File: src/bap_pkg.sv
// shared types, codes and helper functions of the advertising data walker
`default_nettype none
package bap_pkg;

  localparam int unsigned MaxPayloadBytes = 255;

  // field types
  localparam logic [7:0] TypeNameShort    = 8'h08;
  localparam logic [7:0] TypeNameComplete = 8'h09;
  localparam logic [7:0] TypeNameBroadcast = 8'h30;
  localparam logic [7:0] TypeTxPower      = 8'h0a;
  localparam logic [7:0] TypeUuid16First  = 8'h02;
  localparam logic [7:0] TypeUuid16Last   = 8'h03;
  localparam logic [7:0] TypeUuid32First  = 8'h04;
  localparam logic [7:0] TypeUuid32Last   = 8'h05;
  localparam logic [7:0] TypeUuid128First = 8'h06;
  localparam logic [7:0] TypeUuid128Last  = 8'h07;
  localparam logic [7:0] TypeData16       = 8'h16;
  localparam logic [7:0] TypeData32       = 8'h20;
  localparam logic [7:0] TypeData128      = 8'h21;
  localparam logic [7:0] TypeMaker        = 8'hff;

  localparam logic [63:0] StopZeroLength = 64'd0;
  localparam logic [63:0] StopOverrun    = 64'd1;

  typedef enum logic [3:0] {
    KIND_NAME_BYTE   = 4'd0,
    KIND_EMPTY_NAME  = 4'd1,
    KIND_TX_POWER    = 4'd2,
    KIND_UUID16      = 4'd3,
    KIND_UUID32      = 4'd4,
    KIND_UUID128     = 4'd5,
    KIND_MAKER_START = 4'd6,
    KIND_MAKER_BYTE  = 4'd7,
    KIND_STOPPED     = 4'd8
  } kind_t;

  typedef enum logic [3:0] {
    PH_LEN  = 4'b0001,
    PH_TYPE = 4'b0010,
    PH_BODY = 4'b0100,
    PH_DONE = 4'b1000
  } phase_t;

  typedef struct packed {
    logic [7:0] data_byte;
    logic [7:0] payload_length;
    logic       first_of_payload;
    logic       first_of_advert;
  } item_t;

  typedef struct packed {
    kind_t       kind;
    logic [63:0] value_low;
    logic [63:0] value_high;
    logic [7:0]  byte_index;
    logic        last_of_field;
    logic [7:0]  name_length;
  } result_t;

  function automatic logic is_name_type(input logic [7:0] t);
    return (t == TypeNameShort) || (t == TypeNameComplete) || (t == TypeNameBroadcast);
  endfunction

  function automatic logic [4:0] list_size(input logic [7:0] t);
    logic [4:0] g;
    g = 5'd0;
    if (t == TypeUuid16First || t == TypeUuid16Last) g = 5'd2;
    if (t == TypeUuid32First || t == TypeUuid32Last) g = 5'd4;
    if (t == TypeUuid128First || t == TypeUuid128Last) g = 5'd16;
    return g;
  endfunction

  function automatic logic [4:0] data_size(input logic [7:0] t);
    logic [4:0] g;
    g = 5'd0;
    if (t == TypeData16) g = 5'd2;
    if (t == TypeData32) g = 5'd4;
    if (t == TypeData128) g = 5'd16;
    return g;
  endfunction

  function automatic kind_t uuid_kind(input logic [4:0] g);
    kind_t k;
    if (g == 5'd2) k = KIND_UUID16;
    else if (g == 5'd4) k = KIND_UUID32;
    else k = KIND_UUID128;
    return k;
  endfunction

  function automatic logic [63:0] uuid_mask(input logic [4:0] g);
    logic [63:0] m;
    if (g == 5'd2) m = 64'h0000_0000_0000_ffff;
    else if (g == 5'd4) m = 64'h0000_0000_ffff_ffff;
    else m = '1;
    return m;
  endfunction

endpackage
`default_nettype wire

File: src/bap_in_stage.sv
// input register for payload beats
`default_nettype none
module bap_in_stage (
  input  wire logic           clk,
  input  wire logic           rst,
  input  wire logic           in_valid,
  output logic                in_ready,
  input  wire bap_pkg::item_t in_item,
  input  wire logic           advance,
  output logic                held_valid,
  output bap_pkg::item_t      held_item
);

  assign in_ready = !held_valid || advance;

  always_ff @(posedge clk) begin
    if (rst) begin
      held_valid <= 1'b0;
    end else if (in_ready) begin
      held_valid <= in_valid;
    end
  end

  always_ff @(posedge clk) begin
    if (in_ready) begin
      held_item <= in_item;
    end
  end

endmodule
`default_nettype wire

File: src/bap_walker.sv
// length-type-value walk state and per-byte decode
`default_nettype none
module bap_walker (
  input  wire logic           clk,
  input  wire logic           rst,
  input  wire logic           step,
  input  wire bap_pkg::item_t item,
  output logic                res_valid,
  output bap_pkg::result_t    res
);

  typedef struct packed {
    bap_pkg::phase_t phase;
    logic [7:0]      off;
    logic [7:0]      left;
    logic [7:0]      ftype;
    logic [7:0]      pos;
    logic            taken;
    logic            held;
    logic [7:0]      trim;
    logic [63:0]     asm_lo;
    logic [63:0]     asm_hi;
  } walk_t;

  walk_t st;
  walk_t st_next;

  function automatic logic [127:0] gather(input logic [63:0] lo, input logic [63:0] hi,
                                          input logic [3:0] k, input logic [7:0] b);
    logic [63:0] l;
    logic [63:0] h;
    l = lo;
    h = hi;
    if (k == 4'd0) begin
      l = '0;
      h = '0;
    end
    for (int i = 0; i < 8; i++) begin
      if (k == 4'(i)) l[8*i +: 8] = l[8*i +: 8] | b;
      if (k == 4'(i + 8)) h[8*i +: 8] = h[8*i +: 8] | b;
    end
    return {h, l};
  endfunction

  always_comb begin
    walk_t       e;
    logic [7:0]  b;
    logic [7:0]  plen;
    logic [7:0]  left_d;
    logic [7:0]  trim_d;
    logic [4:0]  lsz;
    logic [4:0]  dsz;
    logic [3:0]  k;
    logic [127:0] g;
    logic        last;

    b    = item.data_byte;
    plen = (int'(item.payload_length) > bap_pkg::MaxPayloadBytes)
           ? 8'(bap_pkg::MaxPayloadBytes) : item.payload_length;
    e = st;
    if (item.first_of_advert) e.held = 1'b0;
    if (item.first_of_payload) begin
      e.phase  = bap_pkg::PH_LEN;
      e.off    = '0;
      e.left   = '0;
      e.ftype  = '0;
      e.pos    = '0;
      e.taken  = 1'b0;
      e.trim   = '0;
      e.asm_lo = '0;
      e.asm_hi = '0;
    end
    st_next   = e;
    res_valid = 1'b0;
    res       = '{kind: bap_pkg::KIND_NAME_BYTE, default: '0};
    left_d    = (e.left != 8'd0) ? e.left - 8'd1 : 8'd0;
    last      = (left_d == 8'd0);
    trim_d    = '0;
    lsz       = bap_pkg::list_size(e.ftype);
    dsz       = bap_pkg::data_size(e.ftype);
    k         = '0;
    g         = '0;

    if (e.phase == bap_pkg::PH_DONE || e.off >= plen) begin
      st_next.phase = bap_pkg::PH_DONE;
    end else begin
      st_next.off = e.off + 8'd1;
      unique case (e.phase)
        bap_pkg::PH_LEN: begin
          if (b == 8'd0) begin
            st_next.phase     = bap_pkg::PH_DONE;
            res_valid         = 1'b1;
            res.kind          = bap_pkg::KIND_STOPPED;
            res.value_low     = bap_pkg::StopZeroLength;
            res.last_of_field = 1'b1;
          end else if ({2'b0, e.off} + 10'd1 + {2'b0, b} > {2'b0, plen}) begin
            st_next.phase     = bap_pkg::PH_DONE;
            res_valid         = 1'b1;
            res.kind          = bap_pkg::KIND_STOPPED;
            res.value_low     = bap_pkg::StopOverrun;
            res.last_of_field = 1'b1;
          end else begin
            st_next.left  = b;
            st_next.phase = bap_pkg::PH_TYPE;
          end
        end
        bap_pkg::PH_TYPE: begin
          st_next.ftype = b;
          st_next.left  = left_d;
          st_next.pos   = '0;
          st_next.trim  = '0;
          st_next.taken = bap_pkg::is_name_type(b)
                          && (!e.held || b == bap_pkg::TypeNameComplete);
          if (last && st_next.taken) begin
            st_next.held      = 1'b0;
            res_valid         = 1'b1;
            res.kind          = bap_pkg::KIND_EMPTY_NAME;
            res.last_of_field = 1'b1;
          end
          st_next.phase = bap_pkg::PH_BODY;
          if (last) st_next.phase = (st_next.off >= plen) ? bap_pkg::PH_DONE : bap_pkg::PH_LEN;
        end
        bap_pkg::PH_BODY: begin
          st_next.left = left_d;
          st_next.pos  = e.pos + 8'd1;
          if (bap_pkg::is_name_type(e.ftype)) begin
            if (e.taken) begin
              trim_d       = (b != 8'd0) ? e.pos + 8'd1 : e.trim;
              st_next.trim = trim_d;
              if (last) st_next.held = (trim_d != 8'd0);
              res_valid         = 1'b1;
              res.kind          = bap_pkg::KIND_NAME_BYTE;
              res.value_low     = {56'd0, b};
              res.byte_index    = e.pos;
              res.last_of_field = last;
              res.name_length   = last ? trim_d : 8'd0;
            end
          end else if (e.ftype == bap_pkg::TypeTxPower) begin
            if (e.pos == 8'd0) begin
              res_valid         = 1'b1;
              res.kind          = bap_pkg::KIND_TX_POWER;
              res.value_low     = {{56{b[7]}}, b};
              res.last_of_field = 1'b1;
            end
          end else if (lsz != 5'd0) begin
            k = e.pos[3:0] & (lsz[3:0] - 4'd1);
            g = gather(e.asm_lo, e.asm_hi, k, b);
            st_next.asm_lo = g[63:0];
            st_next.asm_hi = g[127:64];
            if ({1'b0, k} == lsz - 5'd1) begin
              res_valid         = 1'b1;
              res.kind          = bap_pkg::uuid_kind(lsz);
              res.value_low     = g[63:0] & bap_pkg::uuid_mask(lsz);
              res.value_high    = (lsz == 5'd16) ? g[127:64] : 64'd0;
              res.last_of_field = (left_d < {3'b0, lsz});
            end
          end else if (dsz != 5'd0) begin
            if (e.pos < {3'b0, dsz}) begin
              g = gather(e.asm_lo, e.asm_hi, e.pos[3:0], b);
              st_next.asm_lo = g[63:0];
              st_next.asm_hi = g[127:64];
              if (e.pos == {3'b0, dsz} - 8'd1) begin
                res_valid         = 1'b1;
                res.kind          = bap_pkg::uuid_kind(dsz);
                res.value_low     = g[63:0] & bap_pkg::uuid_mask(dsz);
                res.value_high    = (dsz == 5'd16) ? g[127:64] : 64'd0;
                res.last_of_field = 1'b1;
              end
            end
          end else if (e.ftype == bap_pkg::TypeMaker) begin
            if (e.pos < 8'd2) begin
              g = gather(e.asm_lo, e.asm_hi, e.pos[3:0], b);
              st_next.asm_lo = g[63:0];
              st_next.asm_hi = g[127:64];
              if (e.pos == 8'd1) begin
                res_valid         = 1'b1;
                res.kind          = bap_pkg::KIND_MAKER_START;
                res.value_low     = {48'd0, g[15:0]};
                res.last_of_field = last;
              end
            end else begin
              res_valid         = 1'b1;
              res.kind          = bap_pkg::KIND_MAKER_BYTE;
              res.value_low     = {56'd0, b};
              res.byte_index    = e.pos - 8'd2;
              res.last_of_field = last;
            end
          end
          if (last) st_next.phase = (st_next.off >= plen) ? bap_pkg::PH_DONE : bap_pkg::PH_LEN;
        end
        default: begin
          st_next.phase = bap_pkg::PH_DONE;
        end
      endcase
    end
  end

  always_ff @(posedge clk) begin
    if (rst) begin
      st.phase  <= bap_pkg::PH_LEN;
      st.off    <= '0;
      st.left   <= '0;
      st.ftype  <= '0;
      st.pos    <= '0;
      st.taken  <= 1'b0;
      st.held   <= 1'b0;
      st.trim   <= '0;
      st.asm_lo <= '0;
      st.asm_hi <= '0;
    end else if (step) begin
      st <= st_next;
    end
  end

  // a stop always ends the walk of the payload
  assert property (@(posedge clk) disable iff (rst)
    step && res_valid && res.kind == bap_pkg::KIND_STOPPED |=> st.phase == bap_pkg::PH_DONE)
    else $error("walk not halted after stop");

  // an empty name drops the held-name flag
  assert property (@(posedge clk) disable iff (rst)
    step && res_valid && res.kind == bap_pkg::KIND_EMPTY_NAME |=> !st.held)
    else $error("held name kept after empty name");

  // name bytes are only reported for a taken name field
  assert property (@(posedge clk) disable iff (rst)
    step && res_valid && res.kind == bap_pkg::KIND_NAME_BYTE && !item.first_of_payload
    |-> st.taken)
    else $error("name byte reported for rejected field");

endmodule
`default_nettype wire

File: src/bap_out_stage.sv
// result register towards the master side
`default_nettype none
module bap_out_stage (
  input  wire logic             clk,
  input  wire logic             rst,
  input  wire logic             load,
  input  wire logic             load_valid,
  input  wire bap_pkg::result_t load_res,
  input  wire logic             out_ready,
  output logic                  out_valid,
  output bap_pkg::result_t      out_res
);

  always_ff @(posedge clk) begin
    if (rst) begin
      out_valid <= 1'b0;
    end else if (load) begin
      out_valid <= load_valid;
    end else if (out_ready) begin
      out_valid <= 1'b0;
    end
  end

  always_ff @(posedge clk) begin
    if (load && load_valid) begin
      out_res <= load_res;
    end
  end

endmodule
`default_nettype wire

File: src/ble_ad_structure_parser_unit.sv
// top level of the advertising data structure walker
// an accepted s beat passes the input register and then the result register on its way to m
// throughput: one beat per cycle while m is not stalled; a byte that yields no result is absorbed with no m beat
// the walk state updates on the same step that loads the result register
// reset: synchronous, clears both stage valid flags and returns the walk to expect-length
`default_nettype none
module ble_ad_structure_parser_unit (
  input  wire logic         clk,
  input  wire logic         rst,
  input  wire logic         s_tvalid,
  output logic              s_tready,
  input  wire logic [15:0]  s_tdata,   // data_byte, payload_length
  input  wire logic [1:0]   s_tuser,   // first_of_payload, first_of_advert
  output logic              m_tvalid,
  input  wire logic         m_tready,
  output logic [143:0]      m_tdata,   // value_low, value_high, byte_index, name_length
  output logic [3:0]        m_tuser,   // kind
  output logic              m_tlast    // last_of_field
);

  bap_pkg::item_t   in_item;
  bap_pkg::item_t   held_item;
  bap_pkg::result_t walk_res;
  bap_pkg::result_t out_res;
  logic             held_valid;
  logic             walk_valid;
  logic             step;

  assign in_item.data_byte        = s_tdata[7:0];
  assign in_item.payload_length   = s_tdata[15:8];
  assign in_item.first_of_payload = s_tuser[0];
  assign in_item.first_of_advert  = s_tuser[1];

  assign step = held_valid && (!m_tvalid || m_tready);

  bap_in_stage u_in (
    .clk        (clk),
    .rst        (rst),
    .in_valid   (s_tvalid),
    .in_ready   (s_tready),
    .in_item    (in_item),
    .advance    (step),
    .held_valid (held_valid),
    .held_item  (held_item)
  );

  bap_walker u_walk (
    .clk       (clk),
    .rst       (rst),
    .step      (step),
    .item      (held_item),
    .res_valid (walk_valid),
    .res       (walk_res)
  );

  bap_out_stage u_out (
    .clk        (clk),
    .rst        (rst),
    .load       (step),
    .load_valid (walk_valid),
    .load_res   (walk_res),
    .out_ready  (m_tready),
    .out_valid  (m_tvalid),
    .out_res    (out_res)
  );

  assign m_tdata = {out_res.name_length, out_res.byte_index, out_res.value_high,
                    out_res.value_low};
  assign m_tuser = out_res.kind;
  assign m_tlast = out_res.last_of_field;

endmodule
`default_nettype wire

File: config.mk
export PLATFORM = sky130hd
export DESIGN_NAME = ble_ad_structure_parser_unit
export DESIGN_NICKNAME = d
export VERILOG_FILES = /design/src/bap_pkg.sv /design/src/bap_in_stage.sv /design/src/bap_walker.sv /design/src/bap_out_stage.sv /design/src/ble_ad_structure_parser_unit.sv
export SDC_FILE = /design/constraint.sdc
export NUM_CORES = 1
export LEC_CHECK = 0
export ABC_AREA = 0
export BUFFER_PORTS_ARGS = -buffer_cell sky130_fd_sc_hd__buf_4
export CELL_PAD_IN_SITES_DETAIL_PLACEMENT = 0
export CELL_PAD_IN_SITES_GLOBAL_PLACEMENT = 1
export CORE_MARGIN = 1
export CORE_UTILIZATION = 35
export CTS_CLUSTER_SIZE = 30
export DETAILED_ROUTE_END_ITERATION = 7
export PLACE_DENSITY_LB_ADDON = 0.05
export RECOVER_POWER = 25
export SLEW_MARGIN = 15
export SYNTH_ARGS = -nofsm -noshare
export SYNTH_HDL_FRONTEND = slang
export SYNTH_SLANG_ARGS = --single-unit
File: constraint.sdc
create_clock -name clk -period 15.5 [get_ports clk]
set_clock_uncertainty 0.2 [all_clocks]
set_input_delay 3.1 -clock clk [delete_from_list [all_inputs] [get_ports clk]]
set_output_delay 3.1 -clock clk [all_outputs]
set_load 0.02 [all_outputs]
==> impl_metrics.tcl, run 1 <==
set metrics [dict create \
    violations "capacitance limit, slew limit" \
    ff2ff_path_depth 17 \
    synth_flop_cell "dfxtp_1" \
    synth.net_count 2718 \
    num_rows 92 \
    post-synth-top-area-fraction_pct 22.2 \
    endpoint "s_tready" \
    path_cells "clkbuf_4 -> nor2b_1 -> nand2_1 -> clkbuf_1 -> buf_4" \
    placed_cell_area_um2 24400 \
    die_boundary_height_um 256 \
    detailedRoute.firstPassIterationCount 6 \
    ys_seq_area_share_pct 37.8 \
    via_per_inst 6.48 \
    route.vias.total 22900 \
    achievable-frequency_mhz 130 \
    worst-endpoint-required_ns 12.20 \
    crit-reg2reg-launch "u_in.held_item[1]" \
    die_w_um 256 \
    wire_length_of_the_first_global_routing_pass_um 139000 \
    grt_usage_pct 27.2 \
    slew_viol_final 32 \
    cp_num_cells 5 \
    synthesis.area_per_instance_um2 8.55 \
    worst_slew_margin_rel_pct -30.7 \
    final_area_um2 25400 \
    remaining_design_rule_violation_count 0 \
    post_cts_hold_buffer_count 0 \
    die_area_um2 65600 \
    timing_worst_slew_pin_value_ns 1.96 \
    area_delta_synth_final_pct 12.2 \
    yosysWarnings 0 \
    synthDistinctLibCells 92 \
    synth_top_cell_by_area "edfxtp_1" \
    worstSetupStartpointType "input port" \
    ctsHtreeMaxLevel 2 \
    setup_violations 0 \
    worstPathBufferInverterCount 3 \
    postRouteAntennaNets 0 \
    drt_first_iter_violations 2257 \
    endpoint_kind "output port" \
    timing.setup.tns_ns 0 \
    leakage_uw 0.00780 \
    final_worst_path_cycle_share_pct 49.7 \
    worst-r2r-setup-slack_ns 8.66 \
    buffer_ports.inserted 172 \
    io_pins 173 \
    cts.root.buffer_cell "clkbuf_16" \
    globalplace.congestion 0.873 \
    globalRoute.totalOverflow 0 \
    worstHoldPathType "reg -> reg" \
    grt_pass1_vias 21900 \
    post-dp-hpwl_um 55600 \
    antenna_found_initial 1 \
    worst_path_max_delay_cell "clkbuf_1" \
    worstSetupStartpoint "m_tready" \
    crit_family "buffers and inverters" \
    timing.critical_path.fanout_max 19 \
    timing.setup.critical_path_class "in -> out" \
    timing.rr.end "u_out.out_res[106]" \
    pin_count_of_the_biggest_net_entering_global_routing 80 \
    critical-path-max-stage-delay_ns 0.79 \
    cts_made_buffers 45 \
    clock_tree.buffer_depth 3 \
    power_density_nw_per_um2 88.3 \
    synth_enable_flop_cells 167 \
    drive_gt1_share_pct 8.96 \
    cts_repair_resize_count 0 \
    vdd_drop_max_uv 72.4 \
    yosys-top-cells-area "edfxtp_1 (22%), dfxtp_1 (16%), o21ai_0 (4.9%)" \
    final_hold_viol_count 0 \
    final.hold.worst_slack_ns 0.255 \
    mappedNetlistArea_um2 22600 \
    shortest_period_the_worst_path_allows_ns 7.71 \
    cts_tree "done" \
    start_util_pct 35.6 \
    grt_setup_unrepaired "false" \
    clock_sink_count 343 \
    arrival_ns 4.41 \
    floorplan_core_area_um2 63400 \
    routed_wl_um 93100 \
    cap_violations 1 \
    netlist_instances 2644 \
    clkLatencyLatePin_ns 0.60 \
    ys_async_sr_fraction_pct 0 \
    status "complete, but fails checks" \
    final_net_count 2717 \
    routed_wirelength_normalized_by_instance_count_um 26.4 \
    synth-seq-cells 343 \
    cts_post_setup_buffers_inserted 0 \
    worst_setup_hold_path_clk_slew_ns 0.05 \
    whs_path_depth 1 \
]
[worst register-to-register path, delay by kind of cell, from the launching register on]
family,cells,cell delay (ns)
XOR/XNOR,1,0.26
AO/OA/AOI/OAI,7,1.93
buffers and inverters,3,2.14
adder cells (fa/ha/maj),2,0.63
flip-flops,1,0.32
AND/OR/NAND/NOR,4,0.86
[registers in the layout (all words and copies together) (netlist names)]
register,cells
u_out.out_valid,1
u_out.out_res,149
u_in.held_valid,1
u_walk.st,174
u_in.held_item,18
[cell families after synthesis]
family,count (synthesis),share of synthesized area [%]
adders and majority gates,53,2.96
DFF,343,37.8
AOI/OAI and AO/OA,1049,33.2
xor gates and xnor gates,17,0.659
muxes,9,0.415
buffers and inverters,329,5.98
and+or+nand+nor,844,19.0
[synth_stat cells, drive strengths merged (24+ instances only)]
library cell / number
inv: 48
nor3: 46
o21ai: 226
nand2: 208
o22ai: 69
edfxtp: 167
nor2b: 100
buf: 75
and4: 24
a22oi: 126
and3: 35
o2bb2ai: 25
a21oi: 134
clkbuf: 204
a32o: 41
nor4: 43
ha: 51
a31oi: 43
a22o: 111
dfxtp: 176
nand3: 59
nor2: 208
a221oi: 82
[worst min-delay path by stage]
stage	slack, ns	endpoint	start
3_3_place_gp	0.23	u_walk.st[133]	u_walk.st[133]
2_1_floorplan	0.22	u_walk.st[133]	u_walk.st[133]
4_1_cts	0.26	u_walk.st[51]	u_walk.st[51]
5_1_grt	0.27	u_walk.st[11]	u_walk.st[11]
3_5_place_dp	0.25	u_walk.st[127]	u_walk.st[127]
6_report	0.26	u_walk.st[51]	u_walk.st[51]
[cell type report]
class	count	area, um^2
clock inverters	21	208
flip-flops and latches	343	8540
clock buffers	63	1250
repair buffers	231	1270
well taps	846	1060
diodes	1	2.50
inverters	50	188
multi-input cells	1972	12900
fillers	6482	38100
[per-stage QoR]
step,power (uW),setup WS [ns],std cells,utilization (%)
final,2240,7.79,3527,40.0
after CTS,2280,8.29,3525,40.7
after detailed placement,1210,8.29,3441,38.4
after floorplan,1130,3.50,2644,-
after global placement,1210,8.31,3441,38.4
after global routing,2310,7.61,3526,40.0
[cell usage in the layout (no fill, tap or decap), types with 58 or more instances in the layout]
cell	instances
nor2_1	203
dfxtp_1	176
clkbuf_1	145
o22ai_1	59
nor2b_1	100
buf_4	81
nand3_1	58
a22oi_1	126
edfxtp_1	167
a221oi_1	82
nand2_1	205
o21ai_0	222
a21oi_1	131
a22o_1	111
[power breakdown]
group | total (uW) | internal, uW | switching (uW)
Clock | 1060 | 615 | 442
Combinational | 192 | 51.4 | 140
Sequential | 991 | 975 | 16.1
[metal layers]
metal	GRT usage (%)	wire length [um]
met3	3.59	6320
met5	0	0
met1	38.3	42100
met2	42.7	42200
met4	8.85	2490
Note: power is estimated with default switching activity, not from simulation.
==> inputs of run 2 (changes only) <==
Clock period 15.5 ns to 6.9 ns, I/O delays scaled along.
==> run 2 against run 1 <==
Against the previous run: the flow still finishes with violations (capacitance limit, slew limit); global-route usage rose by 1.1 points; combinational power rose by 130%; clock-buffer cell count rose by 6; critical endpoint is now u_walk.st[27].
==> impl_metrics.tcl, run 2 (synthesized netlist as in run 1, its figures left out) <==
set metrics [dict create \
    status "complete, but fails checks" \
    violations "capacitance limit, slew limit" \
    timing.setup.critical_path_class "reg -> reg" \
    antenna_found_initial 0 \
    die_w_um 256 \
    cap_violations 1 \
    drive_gt1_share_pct 9.51 \
    top_regs "u_walk.st (174), u_out.out_res (149), u_in.held_item (18)" \
    detailedRoute.firstPassIterationCount 6 \
    buffer_ports.inserted 172 \
    drt_first_iter_violations 2463 \
    via_per_inst 6.49 \
    worstHoldPathType "reg -> reg" \
    worstSetupStartpointType "flop" \
    final_hold_viol_count 0 \
    cts_post_setup_buffers_inserted 0 \
    leakage_uw 0.00793 \
    io_pins 173 \
    cts_made_buffers 44 \
    grt_usage_pct 28.3 \
    die_area_um2 65600 \
    final.fill_count 6401 \
    cts.root.buffer_cell "clkbuf_16" \
    post_cts_hold_buffer_count 0 \
    final_net_count 2732 \
    total_power_uw 5200 \
    grt_pass1_vias 22100 \
    globalplace.congestion 0.898 \
    die_boundary_height_um 256 \
    timing.critical_path.fanout_max 48 \
    arrival_ns 5.60 \
    postRouteAntennaNets 0 \
    achievable-frequency_mhz 188 \
    wire_length_of_the_first_global_routing_pass_um 144000 \
    remaining_design_rule_violation_count 0 \
    worst_slew_margin_rel_pct -40.6 \
    largest-register "u_walk.st" \
    clock_sink_count 343 \
    start_util_pct 35.6 \
    setup_violations 0 \
    critical-path-max-stage-delay_ns 0.77 \
    largest_register_ff_count 174 \
    routed_wirelength_normalized_by_instance_count_um 27.2 \
    post-dp-hpwl_um 58300 \
    final_worst_path_cycle_share_pct 77.0 \
    layout_common_cells "o21ai_0 (221), nand2_1 (205), nor2_1 (203)" \
    worst_setup_hold_path_clk_slew_ns 0.06 \
    crit_family "simple AND/OR/NAND/NOR gates" \
    slew_viol_final 32 \
    placed_cell_area_um2 24500 \
    worstPathBufferInverterCount 2 \
    timing.setup.tns_ns 0 \
    shortest_period_the_worst_path_allows_ns 5.31 \
    cts_repair_resize_count 0 \
    worst-endpoint-required_ns 7.19 \
    route.vias.total 23000 \
    cts_tree "done" \
    pin_count_of_the_biggest_net_entering_global_routing 90 \
    timing_worst_slew_pin_value_ns 2.11 \
    worst_path_max_delay_cell "a21oi_1" \
    globalRoute.totalOverflow 0 \
    area_delta_synth_final_pct 13.1 \
    floorplan_core_area_um2 63400 \
    mostFrequentLayoutCell "o21ai_0" \
    routed_wl_um 96400 \
    path_cells "buf_4 -> or4_1 -> nor3_1 -> nand2b_1 -> ha_1 -> nand2b_1 -> a21oi_1 -> or3_4 -> buf_4 -> a22oi_1 -> and2_1 -> a311o_1 -> a21oi_1" \
    clock_tree.buffer_depth 3 \
    num_rows 92 \
    clkLatencyLatePin_ns 0.60 \
    final_area_um2 25600 \
    endpoint_kind "flop" \
    grt_setup_unrepaired "false" \
    vdd_drop_max_uv 172 \
    ctsHtreeMaxLevel 2 \
    power_density_nw_per_um2 203 \
]
run 2: layer usage:
| metal | vias to the layer above | track usage [%] | part of all wire [%] |
|---|---|---|---|
| li1 | 10300 | - | - |
| met1 | 11500 | 39.8 | 45 |
| met2 | 1086 | 44.6 | 46 |
| met3 | 155 | 3.47 | 7.2 |
| met4 | 0 | 9.45 | 2.5 |
| met5 | - | 0 | 0 |
run 2: power by group:
part	leakage [uW]	internal (uW)	total (uW)	switching (uW)
clock	0.000753	1530	2520	984
combinational	0.00444	120	446	327
sequential	0.00274	2190	2230	44.8
run 2: final cells by class:
type / count / area (um^2) / area share, %
Antenna cell: 1 / 2.50 / 0.00978
Tap cell: 846 / 1060 / 4.14
Clock inverter: 12 / 224 / 0.876
Multi-Input combinational cell: 1972 / 12800 / 50.2
Inverter: 50 / 188 / 0.734
Timing Repair Buffer: 247 / 1400 / 5.49
Sequential cell: 343 / 8540 / 33.4
Clock buffer: 69 / 1320 / 5.15
run 2: path summary, 6_finish.rpt:
check	startpoint	endpoint	slack (ns)	cells past startpoint
hold / removal	u_walk.st[133]	u_walk.st[133]	0.25	2
setup reg to reg	u_in.held_item[1]	u_walk.st[27]	1.59	13
hold reg to reg	u_walk.st[133]	u_walk.st[133]	0.25	2
setup / recovery	u_in.held_item[1]	u_walk.st[27]	1.59	13
run 2: worst register-to-register path, stage by stage (launching register included):
cell and delay, ns:
edfxtp_1 0.45, buf_4 0.21, or4_1 0.52, nor3_1 0.29, nand2b_1 0.20, ha_1 0.38, nand2b_1 0.18, a21oi_1 0.77
or3_4 0.52, buf_4 0.62, a22oi_1 0.22, and2_1 0.22, a311o_1 0.32, a21oi_1 0.13
run 2: metrics by stage:
step / utilization (%) / hold WS (ns) / setup slack (ns) / cells
6_report: 40.3 / 0.251 / 1.59 / 3540
5_1_grt: 40.3 / 0.271 / 1.30 / 3539
4_1_cts: 41.1 / 0.256 / 1.68 / 3539
3_5_place_dp: 38.6 / 0.243 / 1.69 / 3458
3_3_place_gp: 38.6 / 0.232 / 1.81 / 3458
2_1_floorplan: - / 0.217 / 0.00167 / 2644
